File: config.mk
export PLATFORM = sky130hd
export DESIGN_NAME = tfn_ram
export DESIGN_NICKNAME = d
export VERILOG_FILES = /design/src/rtl/core/tfn_ram.sv
export SDC_FILE = /design/constraint.sdc
export NUM_CORES = 1
export LEC_CHECK = 0
export BUFFER_PORTS_ARGS = -buffer_cell sky130_fd_sc_hd__buf_2
export CAP_MARGIN = 20
export CORE_UTILIZATION = 60
export DETAILED_ROUTE_END_ITERATION = 6
export GPL_TIMING_DRIVEN = 0
export PLACE_DENSITY = 0.89
export SLEW_MARGIN = 20
export SYNTH_ARGS = -nofsm -noshare
export SYNTH_HDL_FRONTEND = slang
export SYNTH_SLANG_ARGS = --single-unit
File: constraint.sdc
create_clock -name clk_i -period 1.9 [get_ports clk_i]
set_input_delay 0.095 -clock clk_i [delete_from_list [all_inputs] [get_ports clk_i]]
set_output_delay 0.095 -clock clk_i [all_outputs]
set_load 0.02 [all_outputs]
File: src/rtl/core/tfn_ram.sv
// ----------------------------------------------------------------------------
// tfn_ram
// Generic single-port synchronous RAM with registered read data.
// ----------------------------------------------------------------------------
module tfn_ram #(
  parameter int unsigned Width = 8,
  parameter int unsigned Depth = 16
) (
  input  logic                     clk_i,
  input  logic                     we_i,
  input  logic [$clog2(Depth)-1:0] addr_i,
  input  logic [Width-1:0]         wdata_i,
  output logic [Width-1:0]         rdata_o
);

  logic [Width-1:0] mem_q [Depth];

  // write or read one entry per cycle
  always_ff @(posedge clk_i) begin
    if (we_i) begin
      mem_q[addr_i] <= wdata_i;
    end
    rdata_o <= mem_q[addr_i];
  end

endmodule

==> flow_summary_export.csv <==
group,metric,value,unit
job,max_cap_viol_count,0,
cts,cts.htree.levels,4,
worst_setup_path,end_kind,"flop",
floorplan,core_area,8175,µm²
cts,hold_buffers,8,
cts,clock_latency,0.52,ns
sta,rsz0062_at_grt,"false",
global_routing,grt_pass1_wl,15.57,mm
synth,seq_area_frac_synth,0.7901,
cells_and_area,regArea,4004,µm²
sta,holdWs,0.1601,ns
cells_and_area,final_area,5968,µm²
sta,finalSetupViolations,0,
cells_and_area,mostFrequentLayoutCell,"edfxtp_1",
status,status,"completed",
cts,cts-root-buf,"clkbuf_8",
cells_and_area,antenna_cells,0,
routing,firstDrtPassIters,5,
routing,first_iter_violations,312,
synth,syn_area,5067,µm²
cts,clk_path_buf_depth,2,
worst_setup_path,ff2ff_setup_slack,0.50,ns
floorplan,die_w,93.90,µm
worst_setup_path,reg2reg_depth,3,
placement,place_ws,-0.2158,ns
min_path,hp-start,"addr_i[0]",
cts,cts.reportedPaths.clkPinSlew,0.06,ns
cells_and_area,n_fill_cell,423,
sta,max-slew-margin-rel,0.4074,
floorplan,fp-row-count,33,
synth,ys.flop_type,"edfxtp_1",
routing,drt_wl_total,10.49,mm
synth,syn_inst,230,
global_routing,grt_overflow_total,0,
global_routing,grt_max_degree,17,
routing,via_count,2546,
sta,fin_skew,0.008399,ns
sta,fin_crit_sh,0.8887,
worst_setup_path,timing.rr.start,"mem_q[4][3]",
worst_setup_path,cp.required,2.04,ns
cts,cts_setup_buffers,0,
sta,maxSlewViolCount,0,
global_routing,antenna_found_initial,0,
floorplan,io_pins,22,
sta,setup_slack,0.2114,ns
placement,dp_hpwl,6.014,mm
worst_setup_path,r2r_end,"rdata_o[3]",
routing,drc,0,
cells_and_area,multi_input_area,1018,µm²
synth,synth_edf_count,128,
placement,placed_area,5314,µm²
cells_and_area,final_cell_mix,"edfxtp_1, mux4_2, buf_2, a22oi_1, clkbuf_16",
floorplan,dieArea,8817,µm²
sta,fmaxAchievable,592.2,MHz
synth,syn-num-nets,244,
pwr,p_leak,1.953,nW
sta,worst_pin_slew,0.8856,ns
placement,io_buffer_count,19,
sta,finalCriticalPeriod,1.689,ns
min_path,worstHoldEndpoint,"rdata_o[7]",
floorplan,initial_utilization,0.6198,
cells_and_area,nNetsFinal,291,
global_routing,grt_pass1_vias,2606,
sta,hold_violations,0,
pwr,ir_worst_vdd,0.0008579,V
worst_setup_path,worstPathArrival,1.82,ns
synth,synthArstFlopShare,0,
min_path,holdCritPathClass,"in2reg",
routing,detail-route-antenna-nets,0,
floorplan,fp.dieH,93.90,µm
routing,avgViaCountPerCell,6.462,
worst_setup_path,worst-path-max-fanout,10,
pwr,finalPower,0.006888,W
cells_and_area,drive_gt1_frac,0.3114,
synth,synth.distinct_cells,18,
min_path,holdPathStages,4,
worst_setup_path,crit_path_start_kind,"primary input",
cts,clock_sinks,136,
cells_and_area,area_growth,17.78,%
synth,ys_ff_latch,136,
routing,avgRoutedWirePerCell,26.63,µm
cts,cts_tree,"yes",
sta,tns,0,ns
pwr,p_per_area,1154,nW/µm²
placement,place_congestion,0.7714,
cts,numCtsBuffers,17,
cts,cts-resized-gates,0,
worst_setup_path,worstSetupPathType,"in2reg",
synth,synth.avg_cell_area,22.03,µm²
synth,yosysWarnings,0,
global_routing,grtUsageTotal,0.2675,
-- cells in the mapped netlist, types with 4 or more instances --
| cell | n | area, µm² |
|---|---|---|
| a22oi_1 | 16 | 120.1 |
| buf_1 | 4 | 15.01 |
| dfxtp_1 | 8 | 160.2 |
| edfxtp_1 | 128 | 3844 |
| mux4_2 | 32 | 720.7 |
| nand2_1 | 9 | 33.78 |
| nor2_1 | 13 | 48.80 |
| nor3_1 | 4 | 20.02 |
-- worst max-delay path by stage --
stage,from,endpoint
floorplan,addr_i[2],mem_q[0][0]
global placement,addr_i[2],mem_q[0][3]
detailed placement,addr_i[1],mem_q[11][1]
CTS,addr_i[1],mem_q[2][4]
global route,addr_i[1],mem_q[2][4]
finish,addr_i[1],mem_q[2][4]
-- area by class of cell --
| cell class | instances | area share |
|---|---|---|
| sequential | 136 | 0.6709 |
| multi-input combinational | 83 | 0.1707 |
| clock buffer | 18 | 0.07002 |
| timing repair buffer | 28 | 0.03019 |
| clock inverter | 13 | 0.02621 |
| tap | 105 | 0.02201 |
| buffer | 11 | 0.01006 |
-- through the flow --
stage               utilization  cells
floorplan                     -    230
global placement         0.6475    354
detailed placement       0.6500    355
CTS                      0.7300    394
global route             0.7300    394
finish                   0.7300    394
-- power by group --
group	switching [W]	internal, W	total (W)
clock network	0.00118	0.00198	0.00316
logic	0.000216	0.000138	0.000355
registers	0.0000191	0.00336	0.00337
total	0.00142	0.00547	0.00689
-- registers in the layout (all words and copies together) (netlist names) --
| register | flops |
|---|---|
| rdata_o | 8 |
| mem_q | 128 |
-- logic make-up after synthesis --
family          Yosys count  share of synthesized area
simple gates             35                    0.03210
compound gates           16                    0.02370
flops                   136                     0.7901
buf+inv                  11                    0.01185
mux                      32                     0.1422
-- critical path, stage by stage --
cell and delay [ns]:
buf_2 0.25, buf_1 0.51, nand2b_1 0.23, nor2_1 0.73
-- routing by layer --
metal	track usage	up-vias	wire length, µm
li1	-	1056	-
met1	0.3510	1306	4039
met2	0.4288	156	5386
met3	0.08252	28	852
met4	0.09359	0	214
met5	0	-	0
Power figures use the tool's default switching activity.
